## src/hdl/pobst_pkg.sv

```systemverilog
package pobst_pkg;

  // Sizing
  localparam int LIST_MAX    = 8;
  localparam int NUM_OWNERS  = 256;
  localparam int NUM_SLOTS   = 2 * NUM_OWNERS;
  localparam int NUM_ENTRIES = NUM_SLOTS * LIST_MAX;
  localparam int SLOT_W      = (NUM_SLOTS > 1) ? $clog2(NUM_SLOTS) : 1;
  localparam int ENT_AW      = (NUM_ENTRIES > 1) ? $clog2(NUM_ENTRIES) : 1;
  localparam int CNT_W       = $clog2(LIST_MAX + 1);

  // Fixed field widths
  localparam int ID_W     = 8;
  localparam int OWNER_W  = 8;
  localparam int STATUS_W = 3;
  localparam int COUNT_W  = 4;

  typedef enum logic [1:0] {
    ACT_ADD    = 2'd0,
    ACT_REMOVE = 2'd1,
    ACT_CHECK  = 2'd2,
    ACT_CLEAR  = 2'd3
  } action_e;

  typedef enum logic [STATUS_W-1:0] {
    ST_DONE       = 3'd0,
    ST_DUP        = 3'd1,
    ST_FULL       = 3'd2,
    ST_MISSING    = 3'd3,
    ST_INELIGIBLE = 3'd4
  } status_e;

  typedef enum logic [2:0] {
    S_SWEEP,
    S_IDLE,
    S_CNT_RD,
    S_CNT_WAIT,
    S_SCAN,
    S_DECIDE,
    S_SHIFT,
    S_RESP
  } state_e;

  // Requests from the sequencer to the list storage
  typedef struct packed {
    logic              ent_re;
    logic [ENT_AW-1:0] ent_raddr;
    logic              ent_we;
    logic [ENT_AW-1:0] ent_waddr;
    logic [ID_W-1:0]   ent_wdata;
    logic              cnt_re;
    logic [SLOT_W-1:0] cnt_raddr;
    logic              cnt_we;
    logic [SLOT_W-1:0] cnt_waddr;
    logic [CNT_W-1:0]  cnt_wdata;
  } store_req_t;

  typedef struct packed {
    logic               present;
    status_e            status;
    logic [COUNT_W-1:0] count_after;
  } result_t;

endpackage

```

## src/hdl/pobst_seq.sv

```systemverilog
// Sequencer: count lookup, pipelined entry scan through one compare unit,
// decision, shift-down on remove, and count clearing sweep.
module pobst_seq (
  input  logic                              clk_i,
  input  logic                              rst_ni,
  input  logic                              in_valid_i,
  output logic                              in_ready_o,
  input  pobst_pkg::action_e                in_action_i,
  input  logic                              in_bank_i,
  input  logic [pobst_pkg::OWNER_W-1:0]     in_owner_i,
  input  logic [pobst_pkg::ID_W-1:0]        in_item_i,
  input  logic                              in_elig_i,
  output logic                              res_valid_o,
  input  logic                              res_ready_i,
  output pobst_pkg::result_t                res_o,
  output pobst_pkg::store_req_t             store_req_o,
  input  logic [pobst_pkg::ID_W-1:0]        ent_rdata_i,
  input  logic [pobst_pkg::CNT_W-1:0]       cnt_rdata_i
);

  pobst_pkg::state_e               state_q, state_d;
  logic                            sweep_resp_q, sweep_resp_d;
  logic [pobst_pkg::SLOT_W-1:0]    sweep_q, sweep_d;
  pobst_pkg::action_e              act_q, act_d;
  logic [pobst_pkg::ID_W-1:0]      item_q, item_d;
  logic                            elig_q, elig_d;
  logic [pobst_pkg::SLOT_W-1:0]    slot_q, slot_d;
  logic [pobst_pkg::ENT_AW-1:0]    base_q, base_d;
  logic [pobst_pkg::CNT_W-1:0]     cnt_q, cnt_d;
  logic [pobst_pkg::CNT_W-1:0]     idx_q, idx_d;
  logic                            pv_q, pv_d;
  logic [pobst_pkg::CNT_W-1:0]     pp_q, pp_d;
  logic                            found_q, found_d;
  logic [pobst_pkg::CNT_W-1:0]     pos_q, pos_d;
  logic                            present_q, present_d;
  pobst_pkg::status_e              status_q, status_d;

  logic in_acc;
  logic oor;
  logic hit;
  logic more;
  logic shift_more;
  logic add_ok;
  logic rem_ok;
  logic need_shift;
  logic sweep_last;
  logic [pobst_pkg::SLOT_W-1:0] in_slot;

  assign in_acc     = in_valid_i && in_ready_o;
  assign oor        = 32'(in_owner_i) >= pobst_pkg::NUM_OWNERS;
  assign in_slot    = in_bank_i ? pobst_pkg::SLOT_W'(pobst_pkg::NUM_OWNERS)
                                  + pobst_pkg::SLOT_W'(in_owner_i)
                                : pobst_pkg::SLOT_W'(in_owner_i);
  // shared compare unit: data of last read vs. the searched id
  assign hit        = pv_q && (ent_rdata_i == item_q);
  assign more       = idx_q < cnt_q;
  // during the shift cnt_q holds the decremented count; walk up to the old one
  assign shift_more = idx_q < (cnt_q + 1'b1);
  assign add_ok     = (act_q == pobst_pkg::ACT_ADD) && elig_q
                      && (cnt_q < pobst_pkg::CNT_W'(pobst_pkg::LIST_MAX)) && !found_q;
  assign rem_ok     = (act_q == pobst_pkg::ACT_REMOVE) && found_q;
  assign need_shift = rem_ok && ((pos_q + 1'b1) < cnt_q);
  assign sweep_last = sweep_q == pobst_pkg::SLOT_W'(pobst_pkg::NUM_SLOTS - 1);

  // Next state
  always_comb begin
    state_d = state_q;
    unique case (state_q)
      pobst_pkg::S_SWEEP: begin
        if (sweep_last) begin
          state_d = sweep_resp_q ? pobst_pkg::S_RESP : pobst_pkg::S_IDLE;
        end
      end
      pobst_pkg::S_IDLE: begin
        if (in_valid_i) begin
          priority if (in_action_i == pobst_pkg::ACT_CLEAR) begin
            state_d = pobst_pkg::S_SWEEP;
          end else if (oor) begin
            state_d = pobst_pkg::S_RESP;
          end else begin
            state_d = pobst_pkg::S_CNT_RD;
          end
        end
      end
      pobst_pkg::S_CNT_RD:   state_d = pobst_pkg::S_CNT_WAIT;
      pobst_pkg::S_CNT_WAIT: state_d = pobst_pkg::S_SCAN;
      pobst_pkg::S_SCAN: begin
        if (hit || !more) begin
          state_d = pobst_pkg::S_DECIDE;
        end
      end
      pobst_pkg::S_DECIDE: begin
        state_d = need_shift ? pobst_pkg::S_SHIFT : pobst_pkg::S_RESP;
      end
      pobst_pkg::S_SHIFT: begin
        if (!shift_more && pv_q) begin
          state_d = pobst_pkg::S_RESP;
        end
      end
      pobst_pkg::S_RESP: begin
        if (res_ready_i) begin
          state_d = pobst_pkg::S_IDLE;
        end
      end
      default: state_d = pobst_pkg::S_IDLE;
    endcase
  end

  // Outputs: handshake and storage requests
  always_comb begin
    store_req_o = '0;
    in_ready_o  = 1'b0;
    res_valid_o = 1'b0;
    unique case (state_q)
      pobst_pkg::S_SWEEP: begin
        store_req_o.cnt_we    = 1'b1;
        store_req_o.cnt_waddr = sweep_q;
      end
      pobst_pkg::S_IDLE: begin
        in_ready_o = 1'b1;
      end
      pobst_pkg::S_CNT_RD: begin
        store_req_o.cnt_re    = 1'b1;
        store_req_o.cnt_raddr = slot_q;
      end
      pobst_pkg::S_SCAN: begin
        store_req_o.ent_re    = !hit && more;
        store_req_o.ent_raddr = base_q + pobst_pkg::ENT_AW'(idx_q);
      end
      pobst_pkg::S_DECIDE: begin
        store_req_o.cnt_waddr = slot_q;
        if (add_ok) begin
          store_req_o.ent_we    = 1'b1;
          store_req_o.ent_waddr = base_q + pobst_pkg::ENT_AW'(cnt_q);
          store_req_o.ent_wdata = item_q;
          store_req_o.cnt_we    = 1'b1;
          store_req_o.cnt_wdata = cnt_q + 1'b1;
        end else if (rem_ok) begin
          store_req_o.cnt_we    = 1'b1;
          store_req_o.cnt_wdata = cnt_q - 1'b1;
        end
      end
      pobst_pkg::S_SHIFT: begin
        // read entry idx, write the previously read one a place lower
        store_req_o.ent_re    = shift_more;
        store_req_o.ent_raddr = base_q + pobst_pkg::ENT_AW'(idx_q);
        store_req_o.ent_we    = pv_q;
        store_req_o.ent_waddr = base_q + pobst_pkg::ENT_AW'(pp_q) - 1'b1;
        store_req_o.ent_wdata = ent_rdata_i;
      end
      pobst_pkg::S_RESP: begin
        res_valid_o = 1'b1;
      end
      default: ;
    endcase
  end

  // Datapath
  always_comb begin
    sweep_resp_d = sweep_resp_q;
    sweep_d      = sweep_q;
    act_d        = act_q;
    item_d       = item_q;
    elig_d       = elig_q;
    slot_d       = slot_q;
    base_d       = base_q;
    cnt_d        = cnt_q;
    idx_d        = idx_q;
    pv_d         = pv_q;
    pp_d         = pp_q;
    found_d      = found_q;
    pos_d        = pos_q;
    present_d    = present_q;
    status_d     = status_q;
    unique case (state_q)
      pobst_pkg::S_SWEEP: begin
        sweep_d = sweep_q + 1'b1;
        if (sweep_last) begin
          sweep_resp_d = 1'b0;
        end
      end
      pobst_pkg::S_IDLE: begin
        if (in_acc) begin
          act_d     = in_action_i;
          item_d    = in_item_i;
          elig_d    = in_elig_i;
          slot_d    = in_slot;
          cnt_d     = '0;
          present_d = 1'b0;
          found_d   = 1'b0;
          sweep_d   = '0;
          priority if (in_action_i == pobst_pkg::ACT_CLEAR) begin
            status_d     = pobst_pkg::ST_DONE;
            sweep_resp_d = 1'b1;
          end else if (in_action_i == pobst_pkg::ACT_ADD) begin
            status_d = in_elig_i ? pobst_pkg::ST_FULL : pobst_pkg::ST_INELIGIBLE;
          end else begin
            status_d = pobst_pkg::ST_MISSING;
          end
        end
      end
      pobst_pkg::S_CNT_RD: begin
        base_d = pobst_pkg::ENT_AW'(slot_q) * pobst_pkg::ENT_AW'(pobst_pkg::LIST_MAX);
      end
      pobst_pkg::S_CNT_WAIT: begin
        cnt_d = (cnt_rdata_i > pobst_pkg::CNT_W'(pobst_pkg::LIST_MAX))
                ? pobst_pkg::CNT_W'(pobst_pkg::LIST_MAX) : cnt_rdata_i;
        idx_d = '0;
        pv_d  = 1'b0;
      end
      pobst_pkg::S_SCAN: begin
        found_d = hit;
        pos_d   = pp_q;
        if (!hit && more) begin
          idx_d = idx_q + 1'b1;
          pv_d  = 1'b1;
          pp_d  = idx_q;
        end else begin
          pv_d = 1'b0;
        end
      end
      pobst_pkg::S_DECIDE: begin
        idx_d = pos_q + 1'b1;
        pv_d  = 1'b0;
        unique case (act_q)
          pobst_pkg::ACT_ADD: begin
            priority if (!elig_q) begin
              status_d  = pobst_pkg::ST_INELIGIBLE;
              present_d = found_q;
            end else if (cnt_q >= pobst_pkg::CNT_W'(pobst_pkg::LIST_MAX)) begin
              status_d  = pobst_pkg::ST_FULL;
              present_d = found_q;
            end else if (found_q) begin
              status_d  = pobst_pkg::ST_DUP;
              present_d = 1'b1;
            end else begin
              status_d  = pobst_pkg::ST_DONE;
              present_d = 1'b1;
              cnt_d     = cnt_q + 1'b1;
            end
          end
          pobst_pkg::ACT_REMOVE: begin
            present_d = 1'b0;
            if (found_q) begin
              status_d = pobst_pkg::ST_DONE;
              cnt_d    = cnt_q - 1'b1;
            end else begin
              status_d = pobst_pkg::ST_MISSING;
            end
          end
          pobst_pkg::ACT_CHECK: begin
            present_d = found_q;
            status_d  = found_q ? pobst_pkg::ST_DONE : pobst_pkg::ST_MISSING;
          end
          default: ;
        endcase
      end
      pobst_pkg::S_SHIFT: begin
        // cnt_q already holds the decremented count; compare against old count
        if (shift_more) begin
          idx_d = idx_q + 1'b1;
          pv_d  = 1'b1;
          pp_d  = idx_q;
        end else begin
          pv_d = 1'b0;
        end
      end
      default: ;
    endcase
  end

  always_ff @(posedge clk_i or negedge rst_ni) begin
    if (!rst_ni) begin
      state_q      <= pobst_pkg::S_SWEEP;
      sweep_resp_q <= 1'b0;
      sweep_q      <= '0;
      pv_q         <= 1'b0;
    end else begin
      state_q      <= state_d;
      sweep_resp_q <= sweep_resp_d;
      sweep_q      <= sweep_d;
      pv_q         <= pv_d;
    end
  end

  always_ff @(posedge clk_i) begin
    act_q     <= act_d;
    item_q    <= item_d;
    elig_q    <= elig_d;
    slot_q    <= slot_d;
    base_q    <= base_d;
    cnt_q     <= cnt_d;
    idx_q     <= idx_d;
    pp_q      <= pp_d;
    found_q   <= found_d;
    pos_q     <= pos_d;
    present_q <= present_d;
    status_q  <= status_d;
  end

  assign res_o.present     = present_q;
  assign res_o.status      = status_q;
  assign res_o.count_after = pobst_pkg::COUNT_W'(cnt_q);

  a_scan_in_list: assert property (@(posedge clk_i) disable iff (!rst_ni)
    (state_q == pobst_pkg::S_SCAN && pv_q) |-> (pp_q < cnt_q))
    else $error("scan compare beyond list count");

  a_cnt_bound: assert property (@(posedge clk_i) disable iff (!rst_ni)
    store_req_o.cnt_we |-> (store_req_o.cnt_wdata <= pobst_pkg::CNT_W'(pobst_pkg::LIST_MAX)))
    else $error("count write above list capacity");

  a_no_rw_clash: assert property (@(posedge clk_i) disable iff (!rst_ni)
    (store_req_o.ent_we && store_req_o.ent_re)
      |-> (store_req_o.ent_waddr != store_req_o.ent_raddr))
    else $error("entry read and write hit the same address");

  a_busy_after_accept: assert property (@(posedge clk_i) disable iff (!rst_ni)
    in_acc |=> (state_q != pobst_pkg::S_IDLE))
    else $error("sequencer idle right after accepting a transaction");

endmodule

```

## config.mk

```make
export PLATFORM = sky130hd
export DESIGN_NAME = pobst_seq
export DESIGN_NICKNAME = d
export VERILOG_FILES = /design/src/hdl/pobst_pkg.sv /design/src/hdl/pobst_seq.sv
export SDC_FILE = /design/constraint.sdc
export NUM_CORES = 1
export LEC_CHECK = 0
export ABC_AREA = 1
export BUFFER_PORTS_ARGS = -buffer_cell sky130_fd_sc_hd__buf_4
export CAP_MARGIN = 10
export CORE_ASPECT_RATIO = 0.75
export CORE_MARGIN = 3
export CORE_UTILIZATION = 29
export DETAILED_ROUTE_END_ITERATION = 7
export PLACE_DENSITY = 0.6
export SLEW_MARGIN = 5
export SYNTH_ARGS = -nofsm -noshare
export SYNTH_HDL_FRONTEND = slang
export SYNTH_SLANG_ARGS = --single-unit
```

## constraint.sdc

```tcl
create_clock -name clk_i -period 3.05 [get_ports clk_i]
set_input_delay 0.1525 -clock clk_i [delete_from_list [all_inputs] [get_ports clk_i]]
set_output_delay 0.1525 -clock clk_i [all_outputs]
set_load 0.05 [all_outputs]
```

* Word level (Yosys, flattened, before mapping)
Index checks and enable logic that the tools add are counted.
Storage, ports and cells: output and inout port bits 68, bits of input ports 36, word-level logic and storage cells 158, flip-flop bits (word level) 64
Operators by class: eq/ne operators 28, magnitude comparators 6, $add $sub $neg 10, multiplexer cells 61, reductions and logical operators 36
Operators by type and width (count):
- $mux 4 | 13
- $pmux 21 s2 | 1
- $add 12x4->12 | 3
- $mux 3 | 11
- $pmux 13 s2 | 1
- $pmux 3 s8 | 1
- $mux 21 | 1
- $pmux 10 s2 | 1
- $ne 2x2->1 const B | 9
- $ne 3x3->1 const B | 6
- $pmux 9 s2 | 1
- $pmux 4 s2 | 2
- $pmux 4 s4 | 1
- $mux 1 | 14
- $add 4x1->4 const B | 3
- $eq 3x3->1 const B | 4
- $lt 4x4->1 | 3
- $pmux 3 s2 | 2
- $pmux 4 s3 | 1
- $reduce_and 3->1 | 4
- $sub 12x1->12 const B | 1
- $mux 10 | 1
- $add 9x1->9 const B | 1
- $add 9x8->9 const A | 1
- 29 further kinds | 55

* Longest topological paths before layout
word-level depth 6, gate-level depth with buffers 11, mapped depth without buffers 11

* Least setup slack after synthesis
OpenSTA, ideal clock, no wires.
path type reg-to-output, start reg state_q[0], end out store_req_o[14] in the netlist's numbering, path buffers 0, arrival 2998 ps, cell stages (with the launch flop) 6, setup slack -101 ps, required time 2897 ps, path through dfrtp_1 inv_1 nand2_1 nor2_1 clkinv_1 nor2_1
RTL lines:
- start, declared | RTL line pobst_seq.sv:21 | pobst_pkg::state_e state_q, state_d;
- start signal, assigned | RTL line pobst_seq.sv:274 | state_q <= pobst_pkg::S_SWEEP;
- start signal, assigned | RTL line pobst_seq.sv:279 | state_q <= state_d;
- end, declared | RTL line pobst_seq.sv:16 | output pobst_pkg::store_req_t store_req_o,

==> metrics.md <==
| Metric | Value |
|---|---|
| Slew @ Worst Pin | `0.8244 ns` |
| Relative slew slack | `44.98%` |
| Post_cts resized | `0` |
| Die footprint | `17390 um^2` |
| # Post-CTS Setup Buffers | `0` |
| Area leader, netlist | `edfxtp_1` |
| Post-synth ARST share | `21.88%` |
| Post-Synth Simple-Gate Area | `20.93%` |
| Multiplexer area fraction after synthesis | `0%` |
| TNS Setup | `0 ns` |
| Max VDD drop | `0.3761 mV` |
| H-tree levels | `3` |
| Worst-path clk slew | `0.06 ns` |
| Clk buf depth | `2` |
| Grt total ovfl | `0` |
| Post-synthesis register bit count | `64` |
| Clk Tree Root Cell | `clkbuf_16` |
| Worst min-delay path class | `in2reg` |
| Share of cells above drive strength 1 | `22.01%` |
| Final wirelength | `13180 um` |
| Crit Path Category | `reg2out` |
| F_max | `358.3 MHz` |
| Sink Count | `64` |
| Post-DR vias/cell | `4.622` |
| PwrDens | `988.6 nW/um^2` |
| Sequential-to-total area share from yosys stat | `40.34%` |
| Adder-cell share of the synthesized area | `11.88%` |
| Routed Antenna Nets | `0` |
| Core ar. | `15370 um^2` |
| Final worst path period need | `2.791 ns` |
| Starting density of the core | `29.87%` |
| CTS tree | `built` |
| Num ports | `104` |
| Slowest-stage cell, CP | `edfxtp_1` |
| Crit path capture type | `output port` |
| Port Buffers | `103` |
| First-pass DRT Iterations | `5` |
| Ys Warns | `0` |
| Routed via count | `4077` |
| Netlist cell types | `51` |
| Vias in the first global route | `3970` |
| Final setup fails | `0` |
| Cell Rows | `39` |
| Final Power | `6.001 mW` |
| Worst path cell trace | `inv_1 -> ha_1 -> inv_1 -> ha_1 -> a21oi_1 -> nor2_1 -> o21ai_0 -> nand3_1 -> nand2_1 -> nand2_1 -> o21ai_2 -> buf_4` |
| Synth top area share | `32.71%` |
| Syn Std Cell Area | `4591 um^2` |
| Die X | `151.3 um` |
| Post-layout util | `39.49%` |
| Antenna violations before repair | `0` |
| Post-Synth XOR/XNOR Area | `3.243%` |
| Placer's final routability congestion estimate | `0.9158` |
| Final hold slack | `0.01725 ns` |
| TritonCTS Buffers | `9` |
| Startpoint Class | `flip-flop` |
| Post-synthesis compound-gate area fraction | `14.77%` |
| Clock Skew | `0.008695 ns` |
| Status | `complete, no violations` |
| CTS Hold Bufs | `18` |
| RSZ-0062 raised after global routing | `no` |
| Worst-Skew Late Latency | `0.33 ns` |
| Post-synth EDFFs | `50` |
| Avg Inst Size Synth | `8.423 um^2` |
| CP peak stage delay | `0.43 ns` |
| Most frequent cells in the layout | `buf_4 (105), nand2_1 (103), inv_1 (88)` |
| Drt drc | `0` |
| Number of diodes | `0` |
| Final Max Tran Viols | `0` |
| Synth area leaders | `edfxtp_1 (33%), ha_1 (11%), nand2_1 (8.4%), dfrtp_1 (7.6%), inv_1 (7.2%)` |
| Crit share post-route | `91.51%` |
| Largest net degree at the start of global routing | `21` |
| Worst Path Max Fanout | `7` |
| Leak | `2.873 nW` |
| Syn Nets | `624` |
| Ys flop type | `edfxtp_1` |
| DPL Wire Length | `10490 um` |
| Max-cap viol count | `0` |
| WL per Instance | `14.94 um` |
| Most common cell after layout, fill and taps aside | `buf_4` |
| Final nets | `751` |
| Chip Height | `115.0 um` |
| Mapped Cells | `545` |
| Area growth syn-to-layout | `32.22%` |
| Arr. time, crit path | `2.64 ns` |
| Final hold vios | `0` |
| Worst EP required | `2.90 ns` |
| Overall Global Routing Usage | `15.46%` |
| First-pass GRT wire length | `21050 um` |
| Largest family of logic cells by synthesized area | `simple AND/OR/NAND/NOR gates` |
| DRT iter0 DRCs | `271` |
==> final cells by class <==
type,count,area [um^2]
clock buffer,9,225.2
clock inverter,7,72.57
tap,205,256.5
timing repair buffer,123,968.4
fill,1554,9301
inverter,95,359.1
multi-input combinational,379,2336
sequential,64,1852
==> worst max-delay path, delay by kind of cell, from the launching register on <==
kind	cells	cell delay (ns)
fa+ha+maj	2	0.62
compound gates	3	0.58
flops	1	0.43
simple gates	4	0.38
buf+inv	3	0.32
==> metal layers <==
metal	vias up	routed length [um]	global-route usage (%)	part of all wire, %
met5	-	0	0	0
met4	0	89	3.321	0.68
met3	9	1044	4.689	7.9
met2	143	5530	22.20	42
met1	1824	6517	22.88	49
li1	2101	-	-	-
==> cells by family (layout without fill, tap and decap cells) <==
family,Yosys count,after routing
buffers and inverters,102,234
AOI/OAI and AO/OA,110,110
xor gates and xnor gates,17,17
DFF,64,64
and+or+nand+nor,209,209
adders and majority gates,43,43
==> power breakdown <==
part	internal (mW)	switching [mW]
logic	1.07	2.34
registers	1.29	0.282
clock network	0.631	0.389
==> path summary, 6_finish.rpt <==
path,start,to,slack [ns],cells after the start
max in group asynchronous,rst_ni,state_q[1],2.66,2
setup reg to reg,cnt_q[0],idx_q[3],0.44,9
hold / removal,in_action_i[1],act_q[1],0.02,1
setup / recovery,base_q[3],store_req_o[42],0.26,12
hold reg to reg,sweep_q[7],sweep_q[7],0.45,1
min in group asynchronous,rst_ni,sweep_q[5],0.20,2
==> flip-flops by register name, indices dropped and copies added, names as in the netlist, 4 cells and up <==
signal and cells:
sweep_q 9, idx_q 4, cnt_q 4, slot_q 9, base_q 9, item_q 8, pp_q 4, pos_q 4
==> Yosys cell counts, types with 2 or more instances <==
cell        n
a22o_1      2
nand2_4     3
xnor2_1     7
ha_1       42
buf_4       3
inv_2       5
nand2_1   103
o22ai_1    17
xor2_1     10
inv_1      88
edfxtp_1   50
dfrtp_1    14
nor3_1      9
nand3_4     2
o21ai_1     3
nor2_1     49
nand4_1     5
o211a_1     2
a21o_1      2
nand3_2     3
o21a_1      4
nand3_1    23
a21oi_1    29
a32o_1      6
a31oi_1     3
o21ai_0    31
nor2_4      4
or2_2       3
==> per-stage QoR <==
step	setup WS [ns]	instances	instance area (um^2)
floorplan	0.3912	545	4593
global placement	0.5638	848	5592
detailed placement	0.4436	848	5592
CTS	0.2348	882	6070
global route	0.03691	882	6070
finish	0.2591	882	6070
No activity file was read; power rests on OpenSTA's default activity.
